**config.mk**
```make
export PLATFORM = sky130hd
export DESIGN_NAME = ffsa_ram
export DESIGN_NICKNAME = d
export VERILOG_FILES = /design/src/hdl/ffsa_ram.sv
export SDC_FILE = /design/constraint.sdc
export NUM_CORES = 1
export LEC_CHECK = 0
export ABC_AREA = 1
export BUFFER_PORTS_ARGS = -buffer_cell sky130_fd_sc_hd__buf_4
export CAP_MARGIN = 25
export CORE_MARGIN = 2
export CORE_UTILIZATION = 50
export DETAILED_ROUTE_END_ITERATION = 16
export PLACE_DENSITY_LB_ADDON = 0.08
export SLEW_MARGIN = 10
export SYNTH_ARGS = -nofsm -noshare
export SYNTH_HDL_FRONTEND = slang
export SYNTH_SLANG_ARGS = --single-unit
```
**constraint.sdc**
```tcl
create_clock -name clk -period 2.27 [get_ports clk]
set_input_delay 0.454 -clock clk [delete_from_list [all_inputs] [get_ports clk]]
set_output_delay 0.454 -clock clk [all_outputs]
set_load 0.01 [all_outputs]
```
**src/hdl/ffsa_ram.sv**
```systemverilog
// Generic single-port RAM with registered read.
// No dependencies.
`default_nettype none
module ffsa_ram #(
    parameter int WIDTH = 8,
    parameter int DEPTH = 16
) (
    input  wire logic                     clk,
    input  wire logic                     we,
    input  wire logic [$clog2(DEPTH)-1:0] addr,
    input  wire logic [WIDTH-1:0]         wdata,
    output logic      [WIDTH-1:0]         rdata
);
    logic [WIDTH-1:0] mem [DEPTH];

    always_ff @(posedge clk)
    begin
        if (we)
        begin
            mem[addr] <= wdata;
        end
        rdata <= mem[addr];
    end
endmodule
`default_nettype wire

```
* After elaboration in Yosys (flattened, before gate mapping)
Memory sizes are Yosys's and may differ from the RTL's. A register that Yosys moved wholly into a read port is not among the register bits. Index checks and enable logic that the tools add are counted.
Operators by class: multiplexer cells 2, equality and inequality tests 0, add/sub/neg operators 0, order comparisons 0, $mul 0, div/mod/pow operators 0, bitwise logic cells 0, reduce and logical (&&, ||, !) cells 0, shifts and indexed selects 0
Operator list (count):
- $mux W1 | 2
Word-level totals: output and inout bits 8, word-level logic and storage cells 3, bits in registers 0, RAM bits 128, ROM bits 0, memories 1, latch bits 0
Memories:
- mem | depth 16, bits a word 8, read ports 1, clocked after memory_dff 1, wr ports 1, RTL line 14 | logic [WIDTH-1:0] mem [DEPTH];

* Logic depth before layout (Yosys ltp)
Gate-level depths: netlist of run 1.
word-level depth 2, gate-level depth with buffers 11, gate-level depth less buffers 9

* Worst setup path before layout of run 1
OpenSTA, ideal clock, no wires.
path type input to register, start input port addr[1], end memory mem[3][0], enable pin, buffers on the path 2, setup time 370 ps, cell stages on the path 4, setup slack 439 ps, arrival 1461 ps, cell sequence buf_2 clkbuf_1 nand3_1 nor2_1
RTL lines:
- start, declared | RTL line 10 | input wire logic [$clog2(DEPTH)-1:0] addr,
- end, declared | RTL line 14
No word-level cell before the write port.

* Final worst setup path of run 1
start register rdata[1], read port of mem, end output port rdata[1]
RTL lines:
- start, declared | RTL line 12 | output logic [WIDTH-1:0] rdata
No word-level cell between the ends.

==> flow_summary_export.csv, run 1 <==
group,metric,value,unit
sta,final.setup.tns,0,ps
cts,clockRootBuffer,"clkbuf_8",
final_layout,drive_gt1_frac,0.1225,
setup_path,startpoint_type,"register",
floorplan,initial_utilization,0.5137,
global_route,grt_start_max_net_pins,33,
synthesis,synthTopCellsByCount,"nand2_1 (346), edfxtp_1 (128), inv_1 (21)",
placement,port_buffers,21,
cts,cts_hold_buf,0,
synthesis,synth.most_common_cell,"nand2_1",
sta,rsz0062_at_grt,"no",
detailed_routing,routed_wl,12500,um
cts,htreeDepth,4,
global_route,grt_antenna_before_repair,0,
global_route,grt_pass1_vias,3646,
detailed_routing,wl_per_cell,16.79,um
cts,path_clk_slew,60,ps
setup_path,crit_family,"flip-flops",
setup_path,slowest_delay,370,ps
synthesis,yosysWarnings,0,
global_route,grt_pass1_wl,19580,um
sta,max_slew_margin,0.7676,
placement,placed_area,6002,um2
floorplan,coreArea,10890,um2
sta,drv_slew,0,
synthesis,ys_seq_elements,136,
global_route,grt_overflow,0,
final_layout,nNetsFinal,605,
setup_path,crit_type,"reg -> out",
floorplan,die_w,109.8,um
setup_path,cpMaxStageDelayCell,"dfxtp_1",
detailed_routing,drt-pass1-iter-count,4,
cts,cts_setup_buffers,0,
cts,cts_resized,0,
detailed_routing,vias,3748,
synthesis,syn-cell-area,5593,um2
global_route,grt_usage,0.2288,
floorplan,ios,22,
setup_path,crit_chain,"buf_4",
synthesis,netlist_instances,548,
pwr,power_density,900.2,nW/um2
synthesis,synth_top_area_frac,0.6872,
placement,place_congestion,0.8660,
cts,clock_latency,520,ps
pwr,p_leak,2.853,nW
sta,max_freq,674.6,MHz
synthesis,synth-seq-area-share,0.7159,
min_path,hold_path.class,"in -> reg",
final_layout,insertedDiodeCount,0,
floorplan,die_h,109.8,um
sta,fin_crit_sh,0.6530,
sta,whs,293.5,ps
setup_path,cp.required,1820,ps
sta,finClkSkew,5.529,ps
floorplan,placementRows,38,
detailed_routing,drt-initial-drc-count,271,
sta,setup_viol,0,
placement,dp_hpwl,7826,um
sta,fin_crit,1482,ps
pwr,peakVddDrop,0.5381,mV
cts,numCtsBuffers,17,
synthesis,synthFlopType,"edfxtp_1",
cts,cts_tree,"built",
setup_path,critical_path_arrival,1030,ps
synthesis,ys_async_sr_fraction,0,
synthesis,synth_edf_count,128,
detailed_routing,drc,0,
job,maxCapViolations,0,
detailed_routing,vias_per_cell,5.038,
synthesis,synth.avg_cell_area,10.21,um2
synthesis,yosys.cell_types.count,11,
cts,clock-sinks,136,
synthesis,syn-num-nets,562,
outcome,outcome,"finished clean",
detailed_routing,ant_nets,0,
synthesis,synth_area_leader_cell,"edfxtp_1",
setup_path,worstPathMaxFanout,1,
sta,hold_violations,0,
synthesis,ys_top_cells_by_area,"edfxtp_1 (69%), nand2_1 (23%), dfxtp_1 (2.9%)",
floorplan,die_area,12050,um2
final_layout,syn2layout_area_growth,18.01,%
setup_path,end_kind,"output pin",
cts,clk_path_buf_depth,2,
sta,tightestPinTransition,348.6,ps
final_layout,finish.instance_area,6600,um2
setup_path,cp_num_buf_inv,1,
final_layout,fin_util,0.6062,
==> metal layers <==
| layer | track usage | vias to the layer above | part of all wire |
|---|---|---|---|
| met1 | 0.3217 | 1788 | 0.46 |
| met2 | 0.3593 | 112 | 0.48 |
| met3 | 0.04801 | 11 | 0.048 |
| li1 | - | 1837 | - |
| met4 | 0.07324 | 0 | 0.010 |
| met5 | 0 | - | 0 |
==> layout by cell type, fill, tap and decap left out <==
master      synthesis  layout
buf_12              0       1
buf_4               6      44
bufinv_16           0       4
clkbuf_16           0      16
clkbuf_8            0       1
clkinv_1            1       5
clkinv_2            0       2
clkinv_4            0       1
clkinvlp_4          0       4
dfxtp_1             8       8
edfxtp_1          128     128
inv_1              21      21
inv_2               1       1
nand2_1           346     346
nand3_1             4       4
nor2_1             18      18
==> registers in the layout, summed over array words and instances (netlist names) <==
register  count
mem         128
rdata         8
==> logic make-up (layout without fill, tap and decap cells) <==
kind of cell,Yosys count,count (layout),share of synthesized area
flops,136,136,0.7159
simple gates,368,368,0.2479
buf+inv,44,100,0.03624
==> through the flow <==
step | power [mW] | worst slack, ps | instances
2_1_floorplan | 3.075 | 438.8 | 548
3_3_place_gp | 3.243 | 424.8 | 712
3_5_place_dp | 3.246 | 423.4 | 712
4_1_cts | 5.976 | 790.5 | 744
5_1_grt | 6.135 | 763.0 | 744
6_report | 5.941 | 787.7 | 744
==> power by group <==
group          total [mW]  internal, mW  switching (mW)
clock network        2.75          1.76           0.988
logic               0.365         0.114           0.251
registers            2.83          2.81          0.0185
total                5.94          4.68            1.26
==> cell type report <==
| type | instances | area [um2] |
|---|---|---|
| Sequential cell | 136 | 4004 |
| Clock buffer | 17 | 414.1 |
| Clock inverter | 15 | 183.9 |
| Timing Repair Buffer | 45 | 350.3 |
| Tap cell | 140 | 175.2 |
| Multi-Input combinational cell | 368 | 1386 |
| Fill cell | 906 | 4288 |
| Inverter | 23 | 86.33 |
==> worst paths after layout <==
check / cells after the start / slack, ps / end / from
worst max-delay path: 1 / 790 / rdata[1] / rdata[1]
worst min-delay path: 1 / 290 / mem[4][4] / wdata[4]
worst max register to register: 8 / 1220 / rdata[5] / mem[13][5]
worst min register to register: 8 / 700 / rdata[4] / mem[10][4]
Power figures use the tool's default switching activity.
==> run 2, diff against run 1 <==
==> constraint.sdc (replaced) <==
create_clock -name clk -period 1.28 [get_ports clk]
set_input_delay 0.256 -clock clk [delete_from_list [all_inputs] [get_ports clk]]
set_output_delay 0.256 -clock clk [all_outputs]
set_load 0.01 [all_outputs]
==> run 2 against run 1 <==
Count of clock-buffer cells in the layout grew 7. Clock skew grew 1.5 ps. Power increased by 85%. Flip-flop and latch count unchanged. Wire length down 0.91%. First-iteration DRC count fell by 20%. Non-clock buffer count fell by 6. Combinational power up 99%. Register-to-register slack lost 920 ps. Cell count shrank 0.81%. Die area is the same.
==> flow_summary_export.csv, run 2 (synthesis gave the netlist of run 1 again) <==
group,metric,value,unit
outcome,outcome,"finished clean",
setup_path,startpoint_type,"register",
floorplan,coreArea,10890,um2
pwr,power,11.00,mW
cts,cts_tree,"built",
detailed_routing,drt-initial-drc-count,217,
detailed_routing,drc,0,
final_layout,drive_gt1_frac,0.1538,
final_layout,final_common_cell,"nand2_1",
setup_path,cpMaxStageDelayCell,"dfxtp_2",
floorplan,placementRows,38,
cts,path_clk_slew,60,ps
sta,fin_crit_sh,0.9726,
cts,numCtsBuffers,17,
final_layout,syn2layout_area_growth,22.73,%
global_route,grt_overflow,0,
setup_path,end_kind,"output pin",
placement,port_buffers,21,
setup_path,worstPathMaxFanout,1,
global_route,grt_antenna_before_repair,0,
min_path,min_from,"wdata[5]",
cts,clockRootBuffer,"clkbuf_8",
global_route,grt_pass1_wl,19530,um
cts,clock_latency,520,ps
sta,drv_slew,0,
detailed_routing,drt-pass1-iter-count,5,
cts,cts_setup_buffers,0,
sta,fin_crit,1245,ps
final_layout,insertedDiodeCount,0,
final_layout,largest_register,"mem",
detailed_routing,vias,3625,
setup_path,startpoint,"rdata[3]",
floorplan,initial_utilization,0.5137,
pwr,power_density,1603,nW/um2
final_layout,top_regs,"mem x128, rdata x8",
floorplan,die_h,109.8,um
sta,setup_viol,0,
floorplan,die_area,12050,um2
setup_path,crit_family,"flip-flops",
final_layout,fin_util,0.6304,
detailed_routing,wl_per_cell,16.78,um
sta,max_slew_margin,0.7700,
floorplan,ios,22,
cts,clock-sinks,136,
job,maxCapViolations,0,
pwr,peakVddDrop,0.9781,mV
setup_path,critical_path_arrival,990,ps
global_route,grt_usage,0.2294,
sta,final.setup.tns,0,ps
sta,finClkSkew,7.060,ps
sta,rsz0062_at_grt,"no",
detailed_routing,routed_wl,12380,um
global_route,grt_start_max_net_pins,33,
setup_path,crit_type,"reg -> out",
setup_path,cp_num_buf_inv,1,
final_layout,largest_reg_flops,128,
setup_path,crit_chain,"buf_6",
setup_path,regToRegStartpoint,"mem[4][1]",
cts,clk_path_buf_depth,2,
placement,dp_hpwl,7781,um
min_path,hold_path.class,"in -> reg",
detailed_routing,ant_nets,0,
cts,htreeDepth,4,
setup_path,slowest_delay,360,ps
final_layout,layout_common_cells,"nand2_1 (346), edfxtp_1 (128), buf_4 (31)",
sta,tightestPinTransition,344.6,ps
sta,max_freq,803.3,MHz
final_layout,fill_cells,881,
final_layout,nNetsFinal,599,
floorplan,die_w,109.8,um
global_route,grt_pass1_vias,3551,
setup_path,cp.required,1020,ps
pwr,p_leak,2.887,nW
sta,hold_violations,0,
placement,place_congestion,0.8370,
detailed_routing,vias_per_cell,4.912,
[run 2: changes by cell type in the layout (fill, tap and decap cells not counted), sizes merged]
cell      delta
buf          -6
bufinv       +1
clkbuf       +7
clkinv       -5
clkinvlp     -3
[run 2: final timing paths]
| check | slack [ps] | endpoint | cells past startpoint |
|---|---|---|---|
| setup / recovery | 40 | rdata[3] | 1 |
| hold / removal | 90 | mem[4][5] | 1 |
| setup reg to reg | 300 | rdata[1] | 8 |
| hold reg to reg | 690 | rdata[7] | 8 |
[run 2: metal layers]
layer,GRT usage,vias up,share of wire
met4,0.06872,0,0.0074
met5,0,-,0
li1,-,1831,-
met3,0.05157,7,0.051
met2,0.3673,88,0.48
met1,0.3155,1699,0.46
[run 2: repair_timing]
item	CTS	global route
resized for setup	1	1
endpoints found under the hold margin	0	0
cloned	0	0
setup endpoints to repair	1	1
hold buffers	0	0
pin swaps	0	0
[run 2: cell type report]
class                           count  area (um2)  area share
Sequential cell                   136        4005      0.5835
Clock buffer                       24       480.5     0.07000
Tap cell                          140       175.2     0.02552
Timing Repair Buffer               39       384.1     0.05596
Clock inverter                      8       166.4     0.02424
Inverter                           23       91.34     0.01331
Multi-Input combinational cell    368        1562      0.2275
[run 2: stage by stage]
stage	area, um2	hold slack [ps]	std cells	setup WS [ps]
2_1_floorplan	5794	354.9	548	8.349
3_3_place_gp	6212	619.1	706	-87.67
3_5_place_dp	6212	618.3	706	-104.2
4_1_cts	6860	72.70	738	11.17
5_1_grt	6864	82.84	738	3.134
6_report	6864	93.88	738	35.11
[run 2: power by group]
group          switching, mW  leakage, nW  internal [mW]
clock network           1.70        0.313           3.56
registers             0.0309         1.22           4.98
logic                  0.480         1.35          0.246
==> run 3, diff against run 2 <==
--- a/config.mk
+++ b/config.mk
@@ -5,7 +5,6 @@
 export SDC_FILE = /design/constraint.sdc
 export NUM_CORES = 1
 export LEC_CHECK = 0
-export ABC_AREA = 1
 export BUFFER_PORTS_ARGS = -buffer_cell sky130_fd_sc_hd__buf_4
 export CAP_MARGIN = 25
 export CORE_MARGIN = 2
==> run 3 against run 2 <==
Core utilization rose by 3.7 points. Critical path depth grew 2. Clock skew hardly changed. Highest routed layer unchanged. Largest cell class unchanged. Largest power group is now sequential cells. Via count down 32%.
==> flow_summary_export.csv, run 3 <==
group,metric,value,unit
synthesis,yosys.cell_types.count,18,
synthesis,synth.most_common_cell,"edfxtp_1",
detailed_routing,routed_wl,9777,um
sta,rsz0062_at_grt,"yes",
synthesis,ys_top_cells_by_area,"edfxtp_1 (76%), mux4_2 (14%), dfxtp_1 (3.2%)",
floorplan,initial_utilization,0.5161,
cts,clk_path_buf_depth,2,
pwr,peakVddDrop,1.094,mV
pwr,power_density,1569,nW/um2
job,maxCapViolations,0,
final_layout,syn2layout_area_growth,29.28,%
setup_path,crit_type,"reg -> reg",
detailed_routing,drc,0,
floorplan,placementRows,36,
sta,fin_crit_sh,0.9995,
cts,cts_tree,"built",
synthesis,syn-num-nets,244,
final_layout,largest_register,"mem",
detailed_routing,drt-initial-drc-count,195,
synthesis,syn-cell-area,5067,um2
floorplan,die_w,104.7,um
floorplan,ios,22,
synthesis,ys_seq_elements,136,
floorplan,die_h,104.7,um
final_layout,drive_gt1_frac,0.4792,
setup_path,startpoint_type,"register",
synthesis,ys_async_sr_fraction,0,
sta,tightestPinTransition,793.2,ps
setup_path,crit_family,"multiplexers",
final_layout,seqCellArea,4005,um2
final_layout,nNetsFinal,314,
global_route,grt_start_max_net_pins,19,
global_route,grt_antenna_before_repair,0,
final_layout,final_cells,446,
pwr,p_leak,2.193,nW
floorplan,die_area,10960,um2
cts,cts_hold_buf,0,
cts,path_clk_slew,60,ps
setup_path,r2r_slack,0.6,ps
setup_path,cpMaxStageDelayCell,"mux4_2",
sta,max_slew_margin,0.4701,
synthesis,synth_top_area_frac,0.7585,
setup_path,worstPathMaxFanout,1,
global_route,grt_usage,0.1977,
setup_path,end_kind,"register",
global_route,grt_pass1_wl,15390,um
placement,place_congestion,0.7066,
setup_path,reg2regPathDepth,3,
setup_path,crit_chain,"mux4_2 > a22oi_2 > nand2_1",
final_layout,top_regs,"mem x128, rdata x8",
sta,drv_slew,0,
detailed_routing,ant_nets,0,
min_path,hold_path.class,"in -> reg",
cts,clockRootBuffer,"clkbuf_8",
setup_path,critical_path_arrival,1690,ps
final_layout,fill_cells,671,
min_path,hold_path_end,"mem[7][5]",
final_layout,final_common_cell,"edfxtp_1",
cts,clock-sinks,136,
setup_path,regToRegStartpoint,"mem[7][2]",
floorplan,coreArea,9819,um2
setup_path,cp_num_buf_inv,0,
sta,max_freq,781.6,MHz
sta,setup_viol,0,
sta,fin_ws,0.6256,ps
min_path,whs_path_depth,1,
synthesis,yosysWarnings,0,
sta,finClkSkew,6.641,ps
synthesis,synthFlopType,"edfxtp_1",
final_layout,largest_reg_flops,128,
detailed_routing,vias,2460,
setup_path,slowest_delay,510,ps
cts,clock_latency,520,ps
cts,htreeDepth,4,
placement,dp_slack,-384.3,ps
placement,port_buffers,21,
synthesis,synth_edf_count,128,
synthesis,synth-seq-area-share,0.7901,
synthesis,synth_area_leader_cell,"edfxtp_1",
final_layout,multi_input_area,1184,um2
global_route,grt_pass1_vias,2632,
setup_path,cp.required,1690,ps
final_layout,layout_common_cells,"edfxtp_1 (128), buf_4 (50), mux4_2 (32)",
outcome,outcome,"finished clean",
placement,dp_cells,414,
sta,hold_violations,0,
global_route,grt_overflow,0,
synthesis,synth.avg_cell_area,22.03,um2
setup_path,reg2reg_to,"rdata[2]",
final_layout,insertedDiodeCount,0,
sta,fin_crit,1279,ps
synthesis,synthTopCellsByCount,"edfxtp_1 (128), mux4_2 (32), a22oi_1 (16)",
min_path,min_from,"wdata[5]",
detailed_routing,vias_per_cell,5.516,
synthesis,netlist_instances,230,
detailed_routing,wl_per_cell,21.92,um
detailed_routing,drt-pass1-iter-count,4,
placement,dp_hpwl,6699,um
cts,numCtsBuffers,17,
run 3: logic make-up after synthesis:
| family | share of synthesized area |
|---|---|
| mux | 0.1422 |
| buf+inv | 0.01185 |
| flops | 0.7901 |
| simple gates | 0.03210 |
| compound gates | 0.02370 |
run 3: area by class of cell:
cell class / instances / area share
Clock buffer: 21 / 0.07009
Clock inverter: 11 / 0.01853
Multi-Input combinational cell: 83 / 0.1807
Sequential cell: 136 / 0.6113
Tap cell: 133 / 0.02540
Timing Repair Buffer: 62 / 0.09396
run 3: layer usage:
layer,up-vias,global-route usage,part of all wire
met2,44,0.3170,0.52
met4,0,0.06000,0.0061
met5,-,0,0
li1,1115,-,-
met3,5,0.05677,0.028
met1,1296,0.2668,0.45
run 3: power by group:
| group | internal, mW | switching [mW] |
|---|---|---|
| sequential | 4.98 | 0.0294 |
| combinational | 0.307 | 0.321 |
| clock | 2.92 | 1.72 |
run 3: how the worst max path moves through the flow:
| stage | slack, ps | cells after the start | endpoint | start |
|---|---|---|---|---|
| 6_report | 0.6 | 3 | rdata[2] | mem[7][2] |
| 5_1_grt | -60 | 3 | rdata[2] | mem[7][2] |
| 4_1_cts | 3 | 3 | rdata[2] | mem[7][2] |
| 3_5_place_dp | -380 | 6 | rdata[4] | addr[0] |
| 3_3_place_gp | -350 | 6 | rdata[4] | addr[0] |
| 2_1_floorplan | -110 | 2 | mem[0][0] | addr[2] |
run 3: timing repair:
item                                    4_1_cts  5_1_grt
pin swaps                                     1        2
buffers inserted                              0        0
endpoints found under the setup margin        6        7
gates resized for setup                       6        1
run 3: stage by stage:
step / setup TNS, ps / power, mW / instance area [um2] / util / hold WS [ps]
3_3_place_gp: -24450 / 5.712 / 5939 / 0.6049 / 568.7
5_1_grt: -147.8 / 10.59 / 6551 / 0.6672 / 55.16
6_report: 0 / 10.28 / 6551 / 0.6672 / 42.46
2_1_floorplan: -1549 / 5.417 / 5255 / - / 354.9
4_1_cts: 0 / 10.35 / 6550 / 0.6670 / 32.05
3_5_place_dp: -24820 / 5.725 / 5939 / 0.6049 / 573.7
run 3: worst reg2reg max path, cell delays in order (launching register included):
cell      delay, ps
edfxtp_1        380
mux4_2          510
a22oi_2         200
nand2_1          70
